**src/tbo_pkg.sv**
```systemverilog
`timescale 1ns / 1ps
package tbo_pkg;
  localparam int unsigned CoordWidth = 32;
  localparam int unsigned HalfWidth  = CoordWidth - 1;
  localparam int unsigned RelWidth   = CoordWidth + 1;
  localparam int unsigned EdgeWidth  = CoordWidth + 2;
  localparam int unsigned ProdWidth  = 2 * EdgeWidth;
  localparam int unsigned ProjWidth  = ProdWidth + 1;
  localparam int unsigned NormWidth  = ProjWidth;
  localparam int unsigned DotWidth   = NormWidth + EdgeWidth + 3;
  // plane normal is split in two halves so each plane product stays narrow
  localparam int unsigned NormLoWidth = NormWidth / 2 + 1;
  localparam int unsigned PartHiWidth = NormWidth - NormLoWidth + EdgeWidth;
  localparam int unsigned PartLoWidth = NormLoWidth + 1 + EdgeWidth;
  localparam int unsigned AddrWidth  = 4;
  localparam int unsigned FifoDepth  = 4;
  localparam int unsigned FifoPtrW   = 2;

  localparam logic [AddrWidth-1:0] AddrHalfX = 4'h0;
  localparam logic [AddrWidth-1:0] AddrHalfY = 4'h4;
  localparam logic [AddrWidth-1:0] AddrHalfZ = 4'h8;

  typedef logic signed [RelWidth-1:0]    rel_t;
  typedef logic signed [EdgeWidth-1:0]   edge_t;
  typedef logic signed [ProdWidth-1:0]   prod_t;
  typedef logic signed [ProjWidth-1:0]   proj_t;
  typedef logic signed [DotWidth-1:0]    dot_t;
  typedef logic signed [PartHiWidth-1:0] part_hi_t;
  typedef logic signed [PartLoWidth-1:0] part_lo_t;

  // relative vertices and edges handed from the front part to the back part
  typedef struct packed {
    rel_t  [2:0][2:0] v;
    edge_t [2:0][2:0] e;
  } geom_t;
endpackage

```
**src/tbo_fifo.sv**
```systemverilog
`timescale 1ns / 1ps
module tbo_fifo import tbo_pkg::*; (
  input  logic  clk_i,
  input  logic  rst_ni,
  input  logic  push_i,
  output logic  full_o,
  input  geom_t data_i,
  input  logic  pop_i,
  output logic  empty_o,
  output geom_t data_o
);
  geom_t             mem_q [FifoDepth];
  logic [FifoPtrW-1:0] wr_q, rd_q;
  logic [FifoPtrW:0]   cnt_q;

  assign full_o  = cnt_q == (FifoPtrW+1)'(FifoDepth);
  assign empty_o = cnt_q == '0;
  assign data_o  = mem_q[rd_q];

  always_ff @(posedge clk_i or negedge rst_ni) begin
    if (!rst_ni) begin
      wr_q  <= '0;
      rd_q  <= '0;
      cnt_q <= '0;
    end else begin
      if (push_i && !full_o) wr_q <= wr_q + 1'b1;
      if (pop_i && !empty_o) rd_q <= rd_q + 1'b1;
      cnt_q <= cnt_q + (FifoPtrW+1)'(push_i && !full_o) - (FifoPtrW+1)'(pop_i && !empty_o);
    end
  end

  always_ff @(posedge clk_i) begin
    if (push_i && !full_o) mem_q[wr_q] <= data_i;
  end
endmodule

```
**config.mk**
```make
export PLATFORM = sky130hd
export DESIGN_NAME = tbo_fifo
export DESIGN_NICKNAME = d
export VERILOG_FILES = /design/src/tbo_pkg.sv /design/src/tbo_fifo.sv
export SDC_FILE = /design/constraint.sdc
export NUM_CORES = 2
export LEC_CHECK = 0
export ABC_AREA = 1
export BUFFER_PORTS_ARGS = -buffer_cell sky130_fd_sc_hd__clkbuf_2
export CAP_MARGIN = 30
export CORE_ASPECT_RATIO = 1.75
export CORE_UTILIZATION = 25
export CTS_CLUSTER_SIZE = 24
export DETAILED_ROUTE_END_ITERATION = 12
export GPL_TIMING_DRIVEN = 0
export PLACE_DENSITY = 0.49
export REMOVE_ABC_BUFFERS = 1
export SLEW_MARGIN = 30
export SYNTH_ARGS = -nofsm -noshare
export SYNTH_HDL_FRONTEND = slang
export SYNTH_SLANG_ARGS = --single-unit
```
**constraint.sdc**
```tcl
create_clock -name clk_i -period 35.2 [get_ports clk_i]
set_clock_uncertainty 0.2 [all_clocks]
set_input_delay 3.52 -clock clk_i [delete_from_list [all_inputs] [get_ports clk_i]]
set_output_delay 3.52 -clock clk_i [all_outputs]
set_load 0.01 [all_outputs]
```
# Word-level counts from Yosys, hierarchy flattened
# Memory sizes are Yosys's and may differ from the RTL's.
# Cells that the tools add are included.
[classes]
n_reduce_logical = 5
addsub = 4
n_eq_ne = 1
muxes = 2
[ops]
columns = ["operator", "n"]
rows = [
  ["$add A2 B1 Y2 const B", 2],
  ["$add A3 B1 Y3", 1],
  ["$eq A3 B3 Y1 const B", 1],
  ["$logic_not A3 Y1", 1],
  ["$sub A3 B1 Y3", 1],
  ["$logic_and A1 B1 Y1", 2],
  ["$logic_not A1 Y1", 2],
  ["$mux W1", 2],
]
[word_totals]
ramBits = 2412
regBits = 7
mem_count = 1
out_inout_bits = 605
[mem_list]
columns = ["memory", "depth", "width", "rd", "rd_ports_with_merged_regs", "wr", "line", "source"]
rows = [
  ["mem_q", 4, 603, 1, 0, 1, "tbo_fifo.sv:12", "geom_t mem_q [FifoDepth];"],
]

# Logic depth before layout (Yosys ltp)
[depth]
depth_word = 5
depth_mapped = 10
mapped_depth_nobuf = 10

# Worst setup path after synthesis
# OpenSTA, ideal clock, no wires.
[synth_path]
kind = "in2reg"
from = "in push_i"
to = "mem mem_q[0][0] (netlist bit) (enable)"
setup_slack_ns = 4.821
path_stages = 2
t_arrival_ns = 28.591
cell_sequence = "nand2_1 nor2_1"
[synth_between]
elab_chain_len = 3
[synth_rtl]
columns = ["element", "line", "source"]
rows = [
  ["start, declared", "tbo_fifo.sv:5", "input logic push_i,"],
  ["$logic_and A1 B1 Y1", "tbo_fifo.sv:33", "if (push_i && !full_o) mem_q[wr_q] <= data_i;"],
  ["$mux W1", "tbo_fifo.sv:33", ""],
  ["$mux W1 (not written as such)", "tbo_fifo.sv:33", ""],
  ["end, declared", "tbo_fifo.sv:12", ""],
]
# Every way passes these cells.

==> results.md <==
- Outcome: completed
- Synth Area in Compound Gates: 0.0640
- ANT nets after route: 0
- XOR/XNOR share of the synthesized area: 0
- Die Y: 815 um
- Tcrit/Tclk final: 0.234
- Mean cell area of the mapped netlist: 12.3 um^2
- Core box area: 376,000 um^2
- Adder-cell area share of the yosys netlist: 0.00101
- CP Capture Type: output port
- Die Area: 380,000 um^2
- CP startpoint: rd_q[0]$_DFFE_PN0P_
- Slowest cell on crit path: dfrtp_4
- TritonCTS Buffers: 231
- Final WS setup: 26,950 ps
- Fin nets: 9,584
- Kind of critical path: flip-flop to output port
- Vias/cell: 4.21
- Grt ovf: 0
- Cells after synthesis: 7,695
- Ys flop type: edfxtp_1
- Pin count of the biggest net entering global routing: 104
- CTS Root Cell: clkbuf_16
- Distinct cells, synth: 17
- Crit path max fanout: 71
- Router iterations before antenna repair: 6
- Overall Global Routing Usage: 0.128
- Final setup TNS: 0 ps
- Reg2Reg Depth: 15
- First-pass GRT wire length: 372 mm
- Main combinational cell family by area after synthesis: simple AND/OR/NAND/NOR gates
- Ordered cell list for the critical path: buf_12, buf_12, buf_12, buf_16, buf_12, buf_12, buf_12, buf_12, nor2_1, nor2_1, o21ai_0, nand2_1, clkbuf_2
- Worst-Margin Slew: 588 ps
- Initial DRC count: 3,843
- Initial antenna violation count: 103
- Commonest non-fill, non-tap cell in the layout: edfxtp_1
- Vias: 59,500
- Total area of sequential cells: 72,600 um^2
- Max cap viols: 0
- Max-slew violations: 0
- CTS tree: yes
- Critical register-to-register path endpoint: mem_q[2][589]$_DFFE_PP_
- Min Tclk post-route: 8250 ps
- Number of cell rows: 298
- Fillers: 37,400
- Fin util: 0.314
- Area delta synth->final: 25.3%
- DRC violations left: 0
- Finished Cell Area: 118,000 um^2
- Seq/Total Area, Yosys: 0.770
- Effective utilization at floorplan: 0.251
- Post-synth ARST share: 0.00289
- Reg-to-reg setup timing slack: 31,270 ps
- Wire length per cell: 18.0 um
- Setup crit end: data_o[51]
- Clk buf depth: 4
- Max stage delay on crit path: 670 ps
- RePlAce Congestion: 0.754
- Clk sink count: 2,419
- Worst hold path class: flip-flop to flip-flop
- CTS H-Tree Depth: 4
- R2r startpoint: cnt_q[1]$_DFF_PN0_
- Layout cell share with drive strength beyond 1: 0.192
- Vias in the first global route: 58,600
- # IOs: 1,212
- Synth Cell Area: 94,300 um^2
- Post-synthesis mux area share: 0
- Commonest non-fill, non-tap cells in the layout: edfxtp_1, nand2_1, clkbuf_2, nor2_1, o21ai_0
- Area of the multi-input gates: 17,600 um^2
- Post-DP HPWL: 176 mm
- RSZ-0062 raised after global routing: no
- Synth Area in Simple Gates: 0.121
- Pwr Density: 85.0 nW/um^2
- DIE WIDTH: 466 um
- Leak: 45.7 nW
- Post-synth EDFFs: 2,412
- Max VDD drop: 55.5 uV
- Worst-path clk slew: 60 ps
- Post-cts sizing count: 0
- Max Clk Rate: 121 MHz
- Place WS: 27,780 ps
- Most frequent CP cell: buf_12
- CP Data Arrival Time: 4530 ps
- Post-CTS Setup Bufs: 0
- Placement-stage cell area: 111,000 um^2
- Synth Register Bits: 2,419
- # setup viols final: 0
- Port bufs: 1,211
- Post-Route WL: 254 mm
- Warnings, synthesis: 0
- Critical Path RT: 31,480 ps
- Worst slew margin: 0.608
- Hold-fix buffers, CTS: 0
- Final hold violation count: 0
- Latest clock arrival within the worst-skew pair: 840 ps
- CP Launch Type: flip-flop
[synth_stat cells, types with 2 or more instances]
cell | number | area, um^2
nand3_1 | 4 | 20.0
inv_2 | 2 | 7.51
buf_2 | 78 | 390
clkbuf_1 | 201 | 754
inv_1 | 617 | 2320
buf_1 | 62 | 233
ha_1 | 6 | 75.1
dfrtp_1 | 7 | 175
o21ai_1 | 29 | 145
edfxtp_1 | 2412 | 72400
nor2_1 | 1211 | 4550
buf_6 | 4 | 45.0
buf_4 | 55 | 413
o21ai_0 | 1177 | 5890
nand2_1 | 1828 | 6860
[sequential cells by signal, summed over array words and instances (netlist names)]
signal	cells
rd_q	2
cnt_q	3
wr_q	2
mem_q	2412
[power breakdown]
part	switching [W]	leakage, nW	total, W	internal (W)
Clock	0.00107	3.45	0.00238	0.00131
Combinational	0.00251	20.1	0.00379	0.00128
Sequential	0.000111	22.2	0.00388	0.00377
[worst max-delay path, delay by kind of cell, from the launching register on]
kind | cells | cell delay [ps]
buf+inv | 9 | 2430
compound gates | 1 | 100
flops | 1 | 670
simple gates | 3 | 250
[cell type report]
class / instances / area share
Clock inverter: 125 / 0.00934
Multi-Input combinational cell: 4257 / 0.149
Timing Repair Buffer: 1442 / 0.103
Sequential cell: 2419 / 0.615
Clock buffer: 284 / 0.0506
Antenna cell: 51 / 0.00108
Inverter: 619 / 0.0198
Tap cell: 4950 / 0.0524
[logic make-up after synthesis]
family                     Yosys count
AOI/OAI and AO/OA                 1206
adders and majority gates            7
buffers and inverters             1019
DFF                               2419
and+or+nand+nor                   3044
[how the worst min path moves through the flow]
| stage | cells past startpoint | slack (ps) | to | start |
|---|---|---|---|---|
| finish | 1 | 330 | cnt_q[0]$_DFF_PN0_ | cnt_q[0]$_DFF_PN0_ |
| global route | 1 | 340 | cnt_q[0]$_DFF_PN0_ | cnt_q[0]$_DFF_PN0_ |
| CTS | 1 | 340 | cnt_q[0]$_DFF_PN0_ | cnt_q[0]$_DFF_PN0_ |
| detailed placement | 1 | 330 | cnt_q[0]$_DFF_PN0_ | cnt_q[0]$_DFF_PN0_ |
| global placement | 2 | 280 | rd_q[1]$_DFFE_PN0P_ | rd_q[1]$_DFFE_PN0P_ |
| floorplan | 2 | 260 | rd_q[1]$_DFFE_PN0P_ | rd_q[1]$_DFFE_PN0P_ |
[metrics by stage]
| stage | total power (W) | hold slack [ps] | instances |
|---|---|---|---|
| 4_1_cts | 0.0102 | 342 | 14100 |
| 3_3_place_gp | 0.0104 | 280 | 13500 |
| 5_1_grt | 0.0107 | 345 | 14100 |
| 2_1_floorplan | 0.00766 | 261 | 7295 |
| 6_report | 0.0100 | 331 | 14100 |
| 3_5_place_dp | 0.00780 | 328 | 13700 |
[layer usage]
| metal | up-vias | global-route usage | part of all wire |
|---|---|---|---|
| li1 | 28700 | - | - |
| met1 | 28600 | 0.147 | 0.39 |
| met2 | 1704 | 0.212 | 0.47 |
| met3 | 486 | 0.0506 | 0.098 |
| met4 | 82 | 0.0535 | 0.040 |
| met5 | - | 0 | 0.0021 |
Note: power is estimated with default switching activity, not from simulation.
