## src/tbo_pkg.sv

```systemverilog
`timescale 1ns / 1ps
package tbo_pkg;
  localparam int unsigned CoordWidth = 32;
  localparam int unsigned HalfWidth  = CoordWidth - 1;
  localparam int unsigned RelWidth   = CoordWidth + 1;
  localparam int unsigned EdgeWidth  = CoordWidth + 2;
  localparam int unsigned ProdWidth  = 2 * EdgeWidth;
  localparam int unsigned ProjWidth  = ProdWidth + 1;
  localparam int unsigned NormWidth  = ProjWidth;
  localparam int unsigned DotWidth   = NormWidth + EdgeWidth + 3;
  // plane normal is split in two halves so each plane product stays narrow
  localparam int unsigned NormLoWidth = NormWidth / 2 + 1;
  localparam int unsigned PartHiWidth = NormWidth - NormLoWidth + EdgeWidth;
  localparam int unsigned PartLoWidth = NormLoWidth + 1 + EdgeWidth;
  localparam int unsigned AddrWidth  = 4;
  localparam int unsigned FifoDepth  = 4;
  localparam int unsigned FifoPtrW   = 2;

  localparam logic [AddrWidth-1:0] AddrHalfX = 4'h0;
  localparam logic [AddrWidth-1:0] AddrHalfY = 4'h4;
  localparam logic [AddrWidth-1:0] AddrHalfZ = 4'h8;

  typedef logic signed [RelWidth-1:0]    rel_t;
  typedef logic signed [EdgeWidth-1:0]   edge_t;
  typedef logic signed [ProdWidth-1:0]   prod_t;
  typedef logic signed [ProjWidth-1:0]   proj_t;
  typedef logic signed [DotWidth-1:0]    dot_t;
  typedef logic signed [PartHiWidth-1:0] part_hi_t;
  typedef logic signed [PartLoWidth-1:0] part_lo_t;

  // relative vertices and edges handed from the front part to the back part
  typedef struct packed {
    rel_t  [2:0][2:0] v;
    edge_t [2:0][2:0] e;
  } geom_t;
endpackage

```

## src/tbo_front.sv

```systemverilog
`timescale 1ns / 1ps
module tbo_front import tbo_pkg::*; (
  input  logic                         clk_i,
  input  logic                         rst_ni,
  input  logic                         valid_i,
  input  logic                         ready_i,
  output logic                         ready_o,
  input  logic signed [CoordWidth-1:0] c_i [3],
  input  logic signed [CoordWidth-1:0] p_i [3][3],
  output logic                         valid_o,
  output geom_t                        geom_o
);
  logic  valid_q;
  geom_t geom_q, geom_d;

  assign ready_o = !valid_q || ready_i;
  assign valid_o = valid_q;
  assign geom_o  = geom_q;

  always_comb begin
    for (int k = 0; k < 3; k++) begin
      for (int d = 0; d < 3; d++) begin
        geom_d.v[k][d] = RelWidth'(p_i[k][d]) - RelWidth'(c_i[d]);
      end
    end
    for (int k = 0; k < 3; k++) begin
      for (int d = 0; d < 3; d++) begin
        geom_d.e[k][d] = EdgeWidth'(p_i[(k+1)%3][d]) - EdgeWidth'(p_i[k][d]);
      end
    end
  end

  always_ff @(posedge clk_i or negedge rst_ni) begin
    if (!rst_ni) begin
      valid_q <= 1'b0;
    end else if (ready_o) begin
      valid_q <= valid_i;
    end
  end

  always_ff @(posedge clk_i) begin
    if (ready_o && valid_i) begin
      geom_q <= geom_d;
    end
  end
endmodule

```

## config.mk

```make
export PLATFORM = sky130hd
export DESIGN_NAME = tbo_front
export DESIGN_NICKNAME = d
export VERILOG_FILES = /design/src/tbo_pkg.sv /design/src/tbo_front.sv
export SDC_FILE = /design/constraint.sdc
export NUM_CORES = 2
export LEC_CHECK = 0
export BUFFER_PORTS_ARGS = -buffer_cell sky130_fd_sc_hd__buf_2
export CAP_MARGIN = 0
export CORE_AREA = 2 2 385 387
export CTS_CLUSTER_SIZE = 8
export DETAILED_ROUTE_END_ITERATION = 7
export DIE_AREA = 0 0 387 389
export GPL_TIMING_DRIVEN = 0
export HOLD_SLACK_MARGIN = 0.05
export PLACE_DENSITY = 0.57
export RECOVER_POWER = 50
export REMOVE_ABC_BUFFERS = 1
export SLEW_MARGIN = 20
export SYNTH_ARGS = -nofsm -noshare
export SYNTH_HDL_FRONTEND = slang
export SYNTH_SLANG_ARGS = --single-unit
```

## constraint.sdc

```tcl
create_clock -name clk_i -period 22.8 [get_ports clk_i]
set_input_delay 2.28 -clock clk_i [delete_from_list [all_inputs] [get_ports clk_i]]
set_output_delay 2.28 -clock clk_i [all_outputs]
set_load 0.02 [all_outputs]
```

Yosys cells after proc, flatten, opt, wreduce, memory -nomap -nowiden
Index checks and enable logic that the tools add are counted.
{ "classes": {"n_addsub": 18, "n_reduce_logical": 3} }
{ "ops": {"columns": ["op", "n"], "rows": [
  ["$sub 32x32->33", 18],
  ["$logic_and 1x1->1", 1],
  ["$logic_not 1->1", 1],
  ["$logic_or 1x1->1", 1]
]} }
{ "totals": {"regBits": 604, "in_bits": 388, "out_inout_bits": 605, "elab_cells": 40} }

Logic depth before layout (Yosys ltp)
{ "depth": {"depth_word": 3, "depth_mapped": 14} }

Worst setup path after synthesis
No wires, ideal clock.
{ "synth_path": {"path_type": "in2reg", "start": "in ready_i", "end": "reg geom_q, in the netlist geom_o[0] (enable)", "setup_ns": 1.035, "arrival_ns": 15.968, "t_required_ns": 21.765, "slack_ns": 5.797, "cell_stages": 2, "path_buffers": 0, "path_cell_list": "nand2b_1 > and2_1"} }
{ "synth_via": {"elab_chain_len": 2} }
{ "synth_rtl": {"columns": ["item", "line_no", "source"], "rows": [
  ["from (decl)", "tbo_front.sv:6", "input logic ready_i,"],
  ["$logic_or 1x1->1", "tbo_front.sv:16", "assign ready_o = !valid_q || ready_i;"],
  ["$logic_and 1x1->1", "tbo_front.sv:42", "if (ready_o && valid_i) begin"],
  ["to (signal assigned)", "tbo_front.sv:43", "geom_q <= geom_d;"],
  ["to (decl)", "tbo_front.sv:14", "geom_t geom_q, geom_d;"]
]} }
No other way between the ends.
A chain may end at the register's enable or synchronous reset.

Worst setup path in the final report
{ "layout_path": {"start": "in ready_i", "end": "reg geom_q, in the netlist geom_o[150] (enable)"} }
The elaborated chain is that of the path after synthesis.

==> results.yml <==
setup_path:
  reg2reg_from: "valid_o"
  crit_path_start_kind: "input pin"
  timing.rr.end: "geom_o[150]"
  r2r_slack_ns: 15.63
  reg2reg_depth: 8
  critPathKind: "input pin to register"
  critPathRequiredTime_ns: 23.14
  crit_arrival_ns: 8.81
  crit_path_max_fanout: 45
  crit_path_end_kind: "register"
placement:
  placed_area_um2: 53500
  placedCellCount: 7566
  dp_hpwl_mm: 163
  io_buffers: 992
  gp_congestion: 0.951
clock_tree:
  clock_sinks: 595
  cts_buffers: 89
  cts-root-buf: "clkbuf_16"
  cts_tree: "built"
  cts_setup_buffers: 0
  cts_hold_buffers: 0
  ctsHtreeMaxLevel: 3
  clk_pin_slew_ns: 0.05
  clk_latency_ns: 0.70
  clk_path_buf_depth: 3
  cts_resized: 0
route:
  dr.pass1.iters: 5
  drt_iter0_drc: 2762
  via_per_inst: 5.23
  vias: 40400
  drc: 0
  postRouteAntennaNets: 0
  avgRoutedWirePerCell_um: 24.8
  routed_wl_mm: 191
cells_and_area:
  final_cell_count_no_fill: 7733
  layout_commonest_cell: "edfxtp_1"
  nFillCells: 15100
  drive_gt1_share_pct: 10.9
  layout_common_cells: "edfxtp_1 (594), ha_1 (576), clkbuf_1 (546), inv_1 (521), buf_2 (481)"
  multi_input_comb_area_um2: 25900
  synthToLayoutAreaGrowth_pct: 20.4
  nets: 6709
  regArea_um2: 17900
  design_area_um2: 55400
power:
  p_seq_share_pct: 36.0
  combPwrFrac_pct: 32.4
  intPower_mw: 2.56
  p_sw_mw: 1.45
  ir_drop_mv: 0.0531
  p_per_area_nw_per_um2: 72.5
  leakage_nw: 24.5
  p_clk_share_pct: 31.6
  switching_share_pct: 36.1
floorplan:
  coreArea_um2: 147000
  initial_core_util_pct: 31.4
  fp.dieArea_um2: 151000
  die_h_um: 389
  ioPinCount: 993
  rows: 141
  die_w_um: 387
yosys:
  synthFlopType: "edfxtp_1"
  ys_async_sr_fraction_pct: 0.168
  ys_ff_latch: 595
  syn_inst: 4673
  synth_top_cell_by_area: "edfxtp_1"
  synth-edff-count: 594
  syn_avg_cell_area_um2: 9.84
  synth.cell_area_um2: 46000
  seq_area_frac_synth_pct: 38.9
  synth_area_leaders: "edfxtp_1 (39%), ha_1 (16%), xnor2_1 (6.4%)"
  yosysUniqueCellTypes: 90
  synth_top_area_share_pct: 38.8
  ys.warnings.count: 0
timing:
  tightest_slew_ns: 3.03
  hold_viol: 0
  final-setup-viol-count: 0
  max_freq_mhz: 118
  slew_headroom_pct: -102
  fin_crit_ns: 8.47
  finalCritPeriodShare_pct: 37.1
  fin_worst_skew_ns: 0.0657
  drv_slew: 284
  rsz0062_at_grt: "false"
grt:
  track_usage_pct: 24.5
  grt_pass1_wl_mm: 268
  grt_pass1_vias: 40200
  antenna_found_initial: 74
  grt_max_degree: 55
  grt_remaining_overflow: 0
outcome:
  status: "complete, but fails checks"
  violations: "max-capacitance violations, max-slew violations"
min_path:
  worstHoldEndpoint: "valid_o"
  holdCritStartpoint: "valid_o"
  holdCritPathClass: "register to register"
  hold_depth: 2
run:
  max_cap_violations: 7
## synth_stat cells (6+ instances only)
cell / instances
a21o_1: 287
nand2_1: 246
xor2_1: 155
inv_1: 521
o211ai_1: 21
nor2_1: 291
clkbuf_1: 33
or3_1: 17
a21boi_0: 9
fa_1: 18
nor3_1: 73
ha_1: 576
and2_1: 16
o21bai_1: 48
nor3b_1: 13
o21a_1: 103
a221o_1: 8
nor2b_1: 83
buf_4: 9
edfxtp_1: 594
nor4_1: 7
and4_1: 8
a2111oi_0: 10
a21oi_1: 435
a211oi_1: 35
o31ai_1: 21
a221oi_1: 10
o21ai_0: 210
xnor2_1: 337
o41ai_1: 11
a41oi_1: 8
or2_2: 6
o21ai_1: 39
nand3_1: 78
a31oi_1: 39
nand4_1: 45
o2111ai_1: 10
o31a_1: 22
a311oi_1: 7
and3_1: 31
a31o_2: 9
nand2b_1: 82
## cell families (layout without fill, tap and decap cells)
| family | count (synthesis) | after routing | share of synthesized area [%] |
|---|---|---|---|
| AO/OA/AOI/OAI | 1411 | 1411 | 19.9 |
| AND/OR/NAND/NOR | 1015 | 1015 | 10.7 |
| flip-flops | 595 | 595 | 38.9 |
| adder cells (fa/ha/maj) | 594 | 594 | 16.5 |
| buffers and inverters | 565 | 1663 | 4.71 |
| XOR/XNOR | 492 | 492 | 9.37 |
| multiplexers | 1 | 1 | 0.0218 |
| other | 0 | 32 | 0 |
## critical path: stages
cell,delay [ns]
buf_2,0.07
nand2b_1,0.12
and2_0,1.42
clkbuf_1,1.85
clkbuf_1,1.81
buf_16,0.32
buf_12,0.26
buf_12,0.24
buf_16,0.25
## area by class of cell
type / count / share of cell area [%]
clock inverter: 16 / 0.344
timing repair buffer: 1007 / 8.23
sequential: 595 / 32.3
antenna: 32 / 0.145
inverter: 521 / 3.53
multi-input combinational: 3513 / 46.9
tap: 1930 / 4.36
clock buffer: 119 / 4.26
## worst max-delay path by stage
| stage | from | endpoint | cells after the start | slack [ns] |
|---|---|---|---|---|
| 6_report | ready_i | geom_o[150] | 9 | 14.33 |
| 5_1_grt | ready_i | geom_o[150] | 9 | 13.77 |
| 4_1_cts | c_i[1] | geom_o[502] | 14 | 16.82 |
| 3_5_place_dp | c_i[1] | geom_o[502] | 14 | 16.07 |
| 3_3_place_gp | ready_i | geom_o[541] | 3 | -2.09 |
| 2_1_floorplan | ready_i | geom_o[0] | 2 | 5.80 |
## registers in the layout, summed over array words and instances, names as in the netlist
register	flops
geom_o	594
valid_o	1
## power by group through the flow
| stage | Combinational [mW] | Clock, mW | Sequential [mW] |
|---|---|---|---|
| finish | 1.30 | 1.27 | 1.44 |
| global route | 1.41 | 1.34 | 1.45 |
| CTS | 1.33 | 1.31 | 1.44 |
| detailed placement | 1.33 | 0 | 1.46 |
| global placement | 1.31 | 0 | 1.52 |
| floorplan | 0.695 | 0 | 1.64 |
## metrics by stage
stage | util, % | setup slack [ns] | power (mW) | hold slack (ns) | setup TNS (ns)
after detailed placement | 36.5 | 16.07 | 2.78 | 0.518 | 0
after global routing | 37.7 | 13.77 | 4.21 | 0.568 | 0
after global placement | 36.3 | -2.09 | 2.83 | 0.494 | -1142.49
after CTS | 38.2 | 16.82 | 4.08 | 0.534 | 0
final | 37.8 | 14.33 | 4.01 | 0.526 | 0
after floorplan | - | 5.80 | 2.33 | 0.783 | 0
## routing by layer
layer  track usage [%]  vias to the layer above  routed length (um)
li1                  -                    19200                   -
met1              29.1                    19500               77400
met2              42.4                     1467               91400
met3              5.93                      311               14600
met4              9.93                       14                7990
met5                 0                        -                  83
(Power assumes the default switching activity.)
